[src/rtl/assert_macros.svh]
// assertion helpers shared by the lexer rtl
`ifndef ASSERT_MACROS_SVH
`define ASSERT_MACROS_SVH

`ifndef NO_ASSERTIONS

// same-cycle implication
`define ASSERT_IMP(lbl, clk, rst_n, ante, cons) \
	lbl: assert property (@(posedge clk) disable iff (!rst_n) (ante) |-> (cons)) \
		else $error("lexer assertion failed");

// next-cycle implication
`define ASSERT_NEXT(lbl, clk, rst_n, ante, cons) \
	lbl: assert property (@(posedge clk) disable iff (!rst_n) (ante) |=> (cons)) \
		else $error("lexer assertion failed");

`else

`define ASSERT_IMP(lbl, clk, rst_n, ante, cons)
`define ASSERT_NEXT(lbl, clk, rst_n, ante, cons)

`endif

`endif

[src/rtl/ctl_pkg.sv]
package ctl_pkg;

	localparam int COUNTER_WIDTH_DEF = 16;
	localparam int FIFO_DEPTH        = 4;
	localparam int PTR_W             = $clog2(FIFO_DEPTH);

	// character codes
	localparam logic [7:0] CH_NUL   = 8'h00;
	localparam logic [7:0] CH_TAB   = 8'h09;
	localparam logic [7:0] CH_NL    = 8'h0A;
	localparam logic [7:0] CH_CR    = 8'h0D;
	localparam logic [7:0] CH_SPACE = 8'h20;
	localparam logic [7:0] CH_QUOTE = 8'h22;
	localparam logic [7:0] CH_SLASH = 8'h2F;

	// keyword tracker codes
	localparam logic [3:0] KW_NONE   = 4'd0;
	localparam logic [3:0] KW_R      = 4'd1;
	localparam logic [3:0] KW_RETURN = 4'd6;
	localparam logic [3:0] KW_I      = 4'd7;
	localparam logic [3:0] KW_INT    = 4'd9;
	localparam logic [3:0] KW_C      = 4'd10;
	localparam logic [3:0] KW_CHAR   = 4'd13;

	typedef enum logic [4:0] {
		K_END    = 5'd0,
		K_RETURN = 5'd1,
		K_INT    = 5'd2,
		K_CHAR   = 5'd3,
		K_ID     = 5'd4,
		K_NUM    = 5'd5,
		K_STR    = 5'd6,
		K_PLUS   = 5'd7,
		K_MINUS  = 5'd8,
		K_EQ     = 5'd9,
		K_LPAR   = 5'd10,
		K_RPAR   = 5'd11,
		K_LBRACE = 5'd12,
		K_RBRACE = 5'd13,
		K_COMMA  = 5'd14,
		K_SEMI   = 5'd15,
		K_ERR    = 5'd16
	} kind_t;

	typedef struct packed {
		kind_t       kind;
		logic [15:0] line;
		logic [15:0] col;
		logic [15:0] len;
		logic        last;
	} result_t;

	typedef struct packed {
		logic    v0;
		logic    v1;
		result_t r0;
		result_t r1;
	} step_out_t;

	function automatic logic is_alpha(input logic [7:0] c);
		return (c >= "a" && c <= "z") || (c >= "A" && c <= "Z");
	endfunction

	function automatic logic is_digit(input logic [7:0] c);
		return c >= "0" && c <= "9";
	endfunction

	function automatic logic is_space(input logic [7:0] c);
		return c == CH_SPACE || (c >= CH_TAB && c <= CH_CR);
	endfunction

	// symbol kind, K_ERR when the byte is no symbol
	function automatic kind_t sym_kind(input logic [7:0] c);
		kind_t k;
		k = K_ERR;
		case (c)
			"+":     k = K_PLUS;
			"-":     k = K_MINUS;
			"=":     k = K_EQ;
			"(":     k = K_LPAR;
			")":     k = K_RPAR;
			"{":     k = K_LBRACE;
			"}":     k = K_RBRACE;
			",":     k = K_COMMA;
			";":     k = K_SEMI;
			default: k = K_ERR;
		endcase
		return k;
	endfunction

	function automatic logic is_term(input logic [7:0] c);
		return c == CH_NUL || c == CH_QUOTE || c == CH_SLASH || is_space(c)
			|| sym_kind(c) != K_ERR;
	endfunction

	// next expected keyword letter, zero when none
	function automatic logic [7:0] kw_next(input logic [3:0] k);
		logic [7:0] n;
		n = 8'h00;
		case (k)
			4'd1:    n = "e";
			4'd2:    n = "t";
			4'd3:    n = "u";
			4'd4:    n = "r";
			4'd5:    n = "n";
			4'd7:    n = "n";
			4'd8:    n = "t";
			4'd10:   n = "h";
			4'd11:   n = "a";
			4'd12:   n = "r";
			default: n = 8'h00;
		endcase
		return n;
	endfunction

	function automatic logic [15:0] clamp16(input logic [31:0] v);
		return (|v[31:16]) ? 16'hFFFF : v[15:0];
	endfunction

endpackage

[src/rtl/ctl_lex_core.sv]
`include "assert_macros.svh"

module ctl_lex_core
	import ctl_pkg::*;
#(
	parameter int COUNTER_WIDTH = COUNTER_WIDTH_DEF
) (
	input  logic       clk,
	input  logic       arst_n,
	input  logic       step,
	input  logic [7:0] byte_s1,
	output step_out_t  res
);

	localparam int CW = COUNTER_WIDTH;

	typedef enum logic [2:0] {
		M_IDLE, M_IDENT, M_ZERO, M_NUM, M_LEADZ, M_JUNK, M_STRING, M_STRAY
	} mode_t;

	mode_t          mode_q, mode_n;
	logic [3:0]     kw_q, kw_n;
	logic           letters_q, letters_n;
	logic [CW-1:0]  line_q, line_n;
	logic [CW-1:0]  col_q, col_n;
	logic [CW-1:0]  tstart_q, tstart_n;
	logic [CW-1:0]  tlen_q, tlen_n;

	logic           close, consumed, idle_emit;
	kind_t          pkind, ikind;
	logic [CW-1:0]  plen;
	logic [CW-1:0]  icol;
	logic [15:0]    ilen;
	logic [7:0]     kw_exp;

	function automatic logic [CW-1:0] sat_inc(input logic [CW-1:0] v);
		return (&v) ? v : CW'(v + 1'b1);
	endfunction

	function automatic kind_t ident_kind(input logic [3:0] k, input logic letters);
		kind_t r;
		if (k == KW_RETURN)
			r = K_RETURN;
		else if (k == KW_INT)
			r = K_INT;
		else if (k == KW_CHAR)
			r = K_CHAR;
		else
			r = letters ? K_ID : K_ERR;
		return r;
	endfunction

	always_comb begin
		mode_n    = mode_q;
		kw_n      = kw_q;
		letters_n = letters_q;
		line_n    = line_q;
		col_n     = (byte_s1 != CH_NUL) ? sat_inc(col_q) : col_q;
		tstart_n  = tstart_q;
		tlen_n    = tlen_q;
		close     = 1'b0;
		consumed  = 1'b1;
		pkind     = K_ERR;
		plen      = tlen_q;
		idle_emit = 1'b0;
		ikind     = K_END;
		ilen      = 16'd1;
		icol      = col_q;
		kw_exp    = kw_next(kw_q);

		// pending token
		case (mode_q)
			M_IDENT: begin
				if (is_term(byte_s1)) begin
					close    = 1'b1;
					consumed = 1'b0;
					pkind    = ident_kind(kw_q, letters_q);
				end else begin
					kw_n = (kw_exp != 8'h00 && kw_exp == byte_s1) ? 4'(kw_q + 1'b1) : KW_NONE;
					if (!is_alpha(byte_s1))
						letters_n = 1'b0;
					tlen_n = sat_inc(tlen_q);
				end
			end
			M_ZERO, M_NUM: begin
				if (is_digit(byte_s1)) begin
					if (mode_q == M_ZERO)
						mode_n = M_LEADZ;
					tlen_n = sat_inc(tlen_q);
				end else if (is_term(byte_s1)) begin
					close    = 1'b1;
					consumed = 1'b0;
					pkind    = K_NUM;
				end else begin
					mode_n = M_JUNK;
					tlen_n = sat_inc(tlen_q);
				end
			end
			M_LEADZ: begin
				if (is_digit(byte_s1)) begin
					tlen_n = sat_inc(tlen_q);
				end else begin
					close    = 1'b1;
					consumed = 1'b0;
				end
			end
			M_JUNK, M_STRAY: begin
				if (is_term(byte_s1)) begin
					close    = 1'b1;
					consumed = 1'b0;
				end else begin
					tlen_n = sat_inc(tlen_q);
				end
			end
			M_STRING: begin
				if (byte_s1 == CH_QUOTE) begin
					close = 1'b1;
					pkind = K_STR;
					plen  = sat_inc(tlen_q);
				end else if (byte_s1 == CH_NUL || byte_s1 == CH_NL) begin
					close    = 1'b1;
					consumed = 1'b0;
				end else begin
					tlen_n = sat_inc(tlen_q);
				end
			end
			default: begin
				consumed = 1'b0;
			end
		endcase

		if (close)
			mode_n = M_IDLE;

		// byte seen from idle
		if (!consumed) begin
			if (byte_s1 == CH_NUL) begin
				// end token reports the column before the state clears
				idle_emit = 1'b1;
				ikind     = K_END;
				ilen      = 16'd0;
				mode_n    = M_IDLE;
				kw_n      = KW_NONE;
				letters_n = 1'b1;
				line_n    = CW'(1);
				col_n     = '0;
				tstart_n  = '0;
				tlen_n    = '0;
			end else if (is_space(byte_s1)) begin
				if (byte_s1 == CH_NL) begin
					line_n = sat_inc(line_q);
					col_n  = '0;
				end
			end else if (is_alpha(byte_s1)) begin
				mode_n    = M_IDENT;
				tstart_n  = col_n;
				tlen_n    = CW'(1);
				letters_n = 1'b1;
				kw_n      = (byte_s1 == "r") ? KW_R : (byte_s1 == "i") ? KW_I :
				            (byte_s1 == "c") ? KW_C : KW_NONE;
			end else if (is_digit(byte_s1)) begin
				mode_n   = (byte_s1 == "0") ? M_ZERO : M_NUM;
				tstart_n = col_n;
				tlen_n   = CW'(1);
			end else if (byte_s1 == CH_QUOTE) begin
				mode_n   = M_STRING;
				tstart_n = col_n;
				tlen_n   = CW'(1);
			end else if (sym_kind(byte_s1) != K_ERR) begin
				idle_emit = 1'b1;
				ikind     = sym_kind(byte_s1);
				icol      = col_n;
			end else begin
				mode_n   = M_STRAY;
				tstart_n = col_n;
				tlen_n   = CW'(1);
			end
		end
	end

	// results: the closed token first, then the one the byte makes by itself
	always_comb begin
		result_t pend, idl;
		pend.kind = pkind;
		pend.line = clamp16(32'(line_q));
		pend.col  = clamp16(32'(tstart_q));
		pend.len  = clamp16(32'(plen));
		pend.last = !idle_emit;
		idl.kind  = ikind;
		idl.line  = clamp16(32'(line_q));
		idl.col   = clamp16(32'(icol));
		idl.len   = ilen;
		idl.last  = 1'b1;
		res.v0    = close | idle_emit;
		res.v1    = close & idle_emit;
		res.r0    = close ? pend : idl;
		res.r1    = idl;
	end

	always_ff @(posedge clk or negedge arst_n) begin
		if (!arst_n) begin
			mode_q    <= M_IDLE;
			kw_q      <= KW_NONE;
			letters_q <= 1'b1;
			line_q    <= CW'(1);
			col_q     <= '0;
			tstart_q  <= '0;
			tlen_q    <= '0;
		end else if (step) begin
			mode_q    <= mode_n;
			kw_q      <= kw_n;
			letters_q <= letters_n;
			line_q    <= line_n;
			col_q     <= col_n;
			tstart_q  <= tstart_n;
			tlen_q    <= tlen_n;
		end
	end

	`ASSERT_NEXT(a_eot_clears, clk, arst_n, step && byte_s1 == CH_NUL, mode_q == M_IDLE && line_q == CW'(1) && col_q == '0)
	`ASSERT_IMP(a_kw_range, clk, arst_n, 1'b1, kw_q <= KW_CHAR)
	`ASSERT_IMP(a_tok_len_set, clk, arst_n, mode_q != M_IDLE, tlen_q != '0)

endmodule

[src/rtl/c_subset_token_lexer_unit.sv]
// Streaming lexer for a small C subset. One source byte per item goes in on the
// in_valid/in_stall channel (byte 0 ends the text); every closed token comes out
// on the out_valid/out_stall channel with its kind, start line, start column,
// length and a last_of_run flag that marks the final result of one byte. A byte
// yields zero, one or two results (pending token plus a symbol or end token).
// An accepted byte waits in the input register, and its results are written
// into the four-entry result queue, from which the first is offered. The
// block takes one byte per cycle as long as the queue has room for two results,
// so the rate is one byte per cycle while results are drained at least as fast
// as they are made; the single-result output port cannot keep up with a steady
// run of bytes that close a token and make a symbol. After the end token the
// line/column state returns to its reset values.
`include "assert_macros.svh"

module c_subset_token_lexer_unit
	import ctl_pkg::*;
#(
	parameter int COUNTER_WIDTH = COUNTER_WIDTH_DEF
) (
	input  logic        clk,
	input  logic        arst_n,
	input  logic        in_valid,
	output logic        in_stall,
	input  logic [7:0]  byte_in,
	output logic        out_valid,
	input  logic        out_stall,
	output logic [4:0]  token_kind,
	output logic [15:0] start_line,
	output logic [15:0] start_column,
	output logic [15:0] token_length,
	output logic        last_of_run
);

	// input register
	logic        valid_s1;
	logic [7:0]  byte_s1;

	// result queue
	result_t      fifo_q [FIFO_DEPTH];
	logic [PTR_W-1:0] wr_ptr_q, rd_ptr_q;
	logic [PTR_W:0]   cnt_q;

	step_out_t   step_res;
	logic        advance;
	logic        in_take;
	logic        pop;
	logic [1:0]  push_n;
	result_t     head;

	// the held byte moves on only when two queue slots are free
	assign advance  = valid_s1 && (cnt_q <= (PTR_W+1)'(FIFO_DEPTH - 2));
	assign in_stall = valid_s1 && !advance;
	assign in_take  = in_valid && !in_stall;

	always_ff @(posedge clk or negedge arst_n) begin
		if (!arst_n) begin
			valid_s1 <= 1'b0;
		end else if (in_take) begin
			valid_s1 <= 1'b1;
		end else if (advance) begin
			valid_s1 <= 1'b0;
		end
	end

	// byte register is payload, no reset
	always_ff @(posedge clk) begin
		if (in_take)
			byte_s1 <= byte_in;
	end

	ctl_lex_core #(
		.COUNTER_WIDTH(COUNTER_WIDTH)
	) u_core (
		.clk     (clk),
		.arst_n  (arst_n),
		.step    (advance),
		.byte_s1 (byte_s1),
		.res     (step_res)
	);

	// queue bookkeeping
	assign push_n = advance ? (2'(step_res.v0) + 2'(step_res.v1)) : 2'd0;
	assign pop    = out_valid && !out_stall;

	always_ff @(posedge clk or negedge arst_n) begin
		if (!arst_n) begin
			wr_ptr_q <= '0;
			rd_ptr_q <= '0;
			cnt_q    <= '0;
		end else begin
			wr_ptr_q <= PTR_W'(wr_ptr_q + push_n);
			rd_ptr_q <= PTR_W'(rd_ptr_q + pop);
			cnt_q    <= (PTR_W+1)'(cnt_q + push_n - pop);
		end
	end

	// queue entries carry payload only
	always_ff @(posedge clk) begin
		if (advance && step_res.v0)
			fifo_q[wr_ptr_q] <= step_res.r0;
		if (advance && step_res.v1)
			fifo_q[PTR_W'(wr_ptr_q + 1'b1)] <= step_res.r1;
	end

	assign head         = fifo_q[rd_ptr_q];
	assign out_valid    = cnt_q != '0;
	assign token_kind   = head.kind;
	assign start_line   = head.line;
	assign start_column = head.col;
	assign token_length = head.len;
	assign last_of_run  = head.last;

	`ASSERT_IMP(a_fifo_bound, clk, arst_n, 1'b1, cnt_q <= (PTR_W+1)'(FIFO_DEPTH))
	`ASSERT_IMP(a_end_is_last, clk, arst_n, out_valid && token_kind == K_END, last_of_run)
	`ASSERT_IMP(a_len_nonzero, clk, arst_n, out_valid && token_kind != K_END, token_length != 16'd0)

endmodule

[config.mk]
export PLATFORM = sky130hd
export DESIGN_NAME = c_subset_token_lexer_unit
export DESIGN_NICKNAME = d
export VERILOG_FILES = /design/src/rtl/ctl_pkg.sv /design/src/rtl/ctl_lex_core.sv /design/src/rtl/c_subset_token_lexer_unit.sv
export VERILOG_INCLUDE_DIRS = /design/src /design/src/rtl
export SDC_FILE = /design/constraint.sdc
export NUM_CORES = 1
export LEC_CHECK = 0
export BUFFER_PORTS_ARGS = -buffer_cell sky130_fd_sc_hd__buf_2
export CORE_AREA = 5 5 167 169
export CTS_CLUSTER_SIZE = 20
export DETAILED_ROUTE_END_ITERATION = 16
export DIE_AREA = 0 0 172 174
export GPL_TIMING_DRIVEN = 0
export PLACE_DENSITY = 0.77
export SLEW_MARGIN = 10
export SYNTH_ARGS = -nofsm -noshare
export SYNTH_HDL_FRONTEND = slang
export SYNTH_SLANG_ARGS = --single-unit
export TNS_END_PERCENT = 50
[constraint.sdc]
create_clock -name clk -period 6.1 [get_ports clk]
set_input_delay 0.61 -clock clk [delete_from_list [all_inputs] [get_ports clk]]
set_output_delay 0.61 -clock clk [all_outputs]
set_load 0.005 [all_outputs]
Word level (Yosys, flattened, before mapping)

Memory sizes are Yosys's and may differ from the RTL's.
Index checks and enable logic that the tools add are counted.

Flip-flop bits (word level): 88
Latch bits: 0
RAM bits: 216
Bits in read-only memories: 112
Output and inout bits: 56
Memories kept: 2

Add/sub/neg operators: 10
Multipliers: 0
Div/mod/pow operators: 0
Magnitude comparators: 9
Eq/ne operators: 35
Shift-type cells: 0
Muxes and demuxes: 131
Bitwise operators: 3
Reduce and logical (&&, ||, !) cells: 38

Memories:

| name             | words | bits a word | read ports | clocked after Yosys merged registers in | wr ports | line                            | source |
|---|---|---|---|---|---|---|---|
| fifo_q           | 4     | 54          | 1          | 0                                       | 2        | c_subset_token_lexer_unit.sv:39 | `result_t fifo_q [FIFO_DEPTH];` |
| (name not given) | 16    | 7           | 1          | 0                                       | 0        | ctl_pkg.sv:100                  | `case (k)` |

Operators by type and width:

| kind                                                                                 | number |
|---|---|
| 16-bit 2-to-1 mux                                                                    | 41 |
| 5-bit 2-to-1 mux                                                                     | 25 |
| 8-bit by 6-bit equality test with 1-bit output (second input constant)               | 11 |
| 16-bit one-hot mux with 5 select lines                                               | 1 |
| 54-bit 2-to-1 mux                                                                    | 1 |
| 16-bit by 1-bit adder with 16-bit output (second input constant)                     | 3 |
| 16-bit AND reduction                                                                 | 3 |
| 5-bit one-hot mux with 9 select lines                                                | 1 |
| 8-bit by 7-bit equality test with 1-bit output (second input constant)               | 5 |
| 4-bit 2-to-1 mux                                                                     | 10 |
| 1-bit 2-to-1 mux                                                                     | 36 |
| 3-bit 2-to-1 mux                                                                     | 12 |
| 5-bit != test (second input constant)                                                | 4 |
| 8-bit by 7-bit greater-or-equal comparator with 1-bit output (second input constant) | 2 |
| 8-bit by 7-bit less-or-equal comparator with 1-bit output (second input constant)    | 2 |
| 8-bit nonzero test                                                                   | 2 |
| 5-bit one-hot mux with 3 select lines                                                | 1 |
| 3-bit equality test (second input constant)                                          | 4 |
| 1-bit logical AND                                                                    | 11 |
| 1-bit one-hot mux with 5 select lines                                                | 2 |
| 1-bit logical OR                                                                     | 9 |
| 4-bit equality test (second input constant)                                          | 2 |
| 8-bit by 4-bit equality test with 1-bit output (second input constant)               | 1 |
| 8-bit equality test                                                                  | 1 |
| other kinds (28)                                                                     | 36 |

Depth between registers and ports, before layout

Word-level depth: 23
Gate-level depth with buffers: 18

Modules after synthesis

Synthesis repeated with hierarchy kept, for this count alone.

Cells, all modules: 1351
Area total of the unflattened synthesis: 17559.3 sq um

By module, submodules not included:

| module                    | times used | cells each | area each (sq um) |
|---|---|---|---|
| c_subset_token_lexer_unit | 1          | 581        | 11463.5 |
| ctl_lex_core              | 1          | 770        | 6095.8 |

Worst setup path before layout

No wires, ideal clock.

Path kind: register to register
From: reg byte_s1[4]
To: mem fifo_q[3][17] in the netlist's numbering (enable)
Library setup time: 415 ps
Data arrival time: 4061 ps
Data required time: 5685 ps
Setup slack: 1625 ps
Stages on the path, launching flop included: 15
Buffers on the path: 5
Path through: edfxtp_1 > buf_2 > nor3_1 > o211a_1 > o31ai_4 > and4_1 > buf_6 > buf_4 > ha_1 > nor2_1 > and3_1 > clkbuf_1 > nor2_1 > inv_1 > clkbuf_1

RTL lines:

| item                   | line                            | source |
|---|---|---|
| from (decl)            | c_subset_token_lexer_unit.sv:36 | `logic [7:0] byte_s1;` |
| from (signal assigned) | c_subset_token_lexer_unit.sv:68 | `byte_s1 <= byte_in;` |
| to (decl)              | c_subset_token_lexer_unit.sv:39 |  |

==> flow_summary.ini <==
[setup_path]
worstPathRequired_ns = 6.35
worstRegToRegCells = 10
critical_path.reg2reg.startpoint = byte_s1[7]
regToRegEndpoint = fifo_q[2][26]
crit_start = byte_s1[7]
worst-setup-path-type = reg -> reg
start_kind = flop
crit_path_end_kind = flop
crit_path_max_fanout = 30
cp_data_arrival_time_ns = 5.35
endpoint = fifo_q[2][26]
rrSetupSlack_ns = 1.0

[floorplan]
dieHeight_um = 174
num_rows = 60
core-area_um2 = 26400
initial_utilization_pct = 58.4
dieArea_um2 = 29900
die_x_um = 172
ioPinCount = 68

[cts]
cts_tree = yes
cts_htree_levels = 1
cts_sinks = 304
insertion_delay_ns = 0.57
tritoncts.num_buffers = 31
post-cts-setup-buffer-count = 0
cts_hold_buf = 1
postCtsResizedCells = 0
clock_tree.buffer_depth = 3
cts.root.buffer_cell = clkbuf_16
clkTransAtPathRegs_ns = 0.07

[synthesis]
mean_syn_cell_area_um2 = 11.4
fraction_of_registers_with_async_set_reset_pct = 26.3
synth.yosys.seq_area_share_pct = 52.4
post_synth_num_cell_types = 84
post_synth_inst_count = 1350
yosys_warnings = 0
mappedNetlistArea_um2 = 15400
synthFlopType = edfxtp_1
synth_edf_count = 160
synth.ff_latch_count = 304
synth_fp_nets = 1379

[detailed_routing]
route.detailed.drc = 0
dr_total_vias = 11900
detail_route.wl_per_cell_um = 22.2
postRouteAntennaNets = 0
drtPass1Iterations = 5
finalWirelength_mm = 40.4
first_drt_iteration_drcs = 1457
vias_per_cell = 6.51

[timing]
hold_violations = 0
clock-skew-final_ns = 0.0189
finalSetupTns_ns = 0
grt_setup_unrepaired = no
worst-slew-pin-transition_ns = 1.18
final-max-slew-violation-count = 0
fmax_ghz = 0.196
maxSlewHeadroom_pct = 20.8
final-setup-viol-count = 0
timing.final.crit_share_pct = 83.6
final.min_clock_period_ns = 5.10
setup_slack_ns = 0.998

[placement]
pre_cts_ws_ns = 1.17
detailed_place_hpwl_mm = 28.8
numPortBuffers = 67
gp_routability_congestion = 0.934
placed_cell_area_um2 = 16300

[status]
status = finished clean

[grt]
gr-total-overflow = 0
grt_pass1_vias = 11700
number_of_antenna_violations_at_the_first_check_in_global_routing = 0
gr-usage-all-layers_pct = 27.0
grt_pass1_wl_mm = 64.5
grt_start_max_net_pins = 53

[hold_path]
hold_path_class = in -> reg

[power_and_ir_drop]
vdd_ir_drop_max_v = 0.000256
pwr_density_cell_nw_per_um2 = 377
static_leakage_power_nw = 6.20

[run]
timing.max_cap.violations = 0

[layout]
post_route_cells_drive_above_1_share_pct = 16.0
n_fill_cell = 1981
synthToLayoutAreaGrowth_pct = 12.3
n_antenna_cell = 0
num-nets-final = 1485
fin_area_um2 = 17300
critical path: stages (launching register included):
cell,delay [ns]
edfxtp_1,0.52
nor3_1,0.71
nand4_1,0.44
and4_1,0.40
buf_6,0.17
buf_4,0.19
ha_1,0.28
nor3_1,0.96
a31oi_1,0.43
inv_2,0.39
buf_12,0.27
state kept, by name, summed over array words and instances, names as in the netlist, 3 cells and up:
| name | cells |
|---|---|
| u_core.tlen_q | 16 |
| fifo_q | 216 |
| byte_s1 | 8 |
| u_core.kw_q | 4 |
| u_core.tstart_q | 16 |
| u_core.mode_q | 3 |
| u_core.col_q | 16 |
| cnt_q | 3 |
| u_core.line_q | 16 |
placed cells by master, fill, tap and decap left out, drive strengths merged, types with 4 or more instances in the layout:
| cell | count |
|---|---|
| a21o | 4 |
| a21oi | 32 |
| a22o | 66 |
| a311oi | 4 |
| a31oi | 13 |
| and2 | 49 |
| and3 | 13 |
| and4 | 5 |
| buf | 105 |
| clkbuf | 100 |
| clkinv | 10 |
| dfrtp | 78 |
| dfxtp | 64 |
| edfxtp | 160 |
| ha | 16 |
| inv | 36 |
| mux2i | 12 |
| mux4 | 54 |
| nand2 | 104 |
| nand2b | 9 |
| nand3 | 32 |
| nand3b | 5 |
| nand4 | 15 |
| nor2 | 119 |
| nor2b | 22 |
| nor3 | 24 |
| nor4 | 11 |
| o211ai | 4 |
| o21a | 6 |
| o21ai | 63 |
| o22ai | 21 |
| o2bb2ai | 54 |
| o311ai | 7 |
| o31ai | 23 |
| or2 | 5 |
| or3 | 13 |
| xnor2 | 37 |
| xor2 | 23 |
how the worst min path moves through the flow:
stage / endpoint / cells past startpoint / from
after CTS: byte_s1[3] / 1 / byte_in[3]
after detailed placement: fifo_q[3][15] / 2 / fifo_q[3][15]
after floorplan: cnt_q[0] / 0 / arst_n
after global routing: byte_s1[3] / 1 / byte_in[3]
final: byte_s1[2] / 1 / byte_in[2]
after global placement: fifo_q[0][15] / 2 / fifo_q[0][15]
area by class of cell:
class,instances,area (um2),area share (%)
flip-flops and latches,304,8090,46.7
multi-input cells,921,6830,39.4
clock buffers,39,861,4.97
repair buffers,73,463,2.67
well taps,341,427,2.46
plain buffers,94,403,2.32
clock inverters,19,141,0.816
inverters,31,116,0.671
report_power, final:
part           internal, mW  total, mW  switching, mW
combinational         0.904       2.20           1.30
sequential             2.33       2.46          0.131
clock                  1.05       1.87          0.823
logic make-up (layout without fill, tap and decap cells):
group | Yosys count | after routing | share of synthesized area, %
xor gates and xnor gates | 60 | 60 | 3.40
muxes | 69 | 69 | 8.90
buffers and inverters | 125 | 256 | 3.34
and+or+nand+nor | 441 | 441 | 14.4
AOI/OAI and AO/OA | 334 | 334 | 16.1
adders and majority gates | 17 | 17 | 1.43
DFF | 304 | 304 | 52.4
stage by stage:
step / instances / total power [mW] / util, % / hold WS [ns]
detailed placement: 1763 / 4.68 / 61.8 / 0.458
global placement: 1758 / 4.64 / 61.3 / 0.431
floorplan: 1350 / 3.94 / - / 0.314
CTS: 1822 / 6.53 / 65.6 / 0.202
global route: 1822 / 6.85 / 65.6 / 0.204
finish: 1822 / 6.53 / 65.6 / 0.218
cells in the mapped netlist, types with 21 or more instances:
cell type  number  area share, %
a21oi_1        31            1.0
a22o_1         66            3.7
and2_1         49            2.0
buf_2          22           0.71
clkbuf_1       61            1.5
dfrtp_1        78             13
dfxtp_1        64            8.3
edfxtp_1      160             31
inv_1          31           0.75
mux4_2         54            7.9
nand2_1       104            2.5
nand3_1        32            1.0
nor2_1        114            2.8
nor2b_1        22           0.89
nor3_1         22           0.71
o21ai_0        58            1.9
o22ai_1        21           0.85
o2bb2ai_1      54            3.1
o31ai_1        22            1.1
xnor2_1        37            2.1
xor2_1         23            1.3
metal layers:
| metal | GRT usage (%) | share of wire, % | wire length, um | vias up |
|---|---|---|---|---|
| li1 | - | - | - | 5362 |
| met1 | 37.5 | 41 | 16400 | 5840 |
| met2 | 44.0 | 48 | 19400 | 558 |
| met3 | 4.53 | 8.4 | 3390 | 98 |
| met4 | 8.06 | 3.0 | 1200 | 0 |
| met5 | 0 | 0 | 0 | - |
Note: power is estimated with default switching activity, not from simulation.
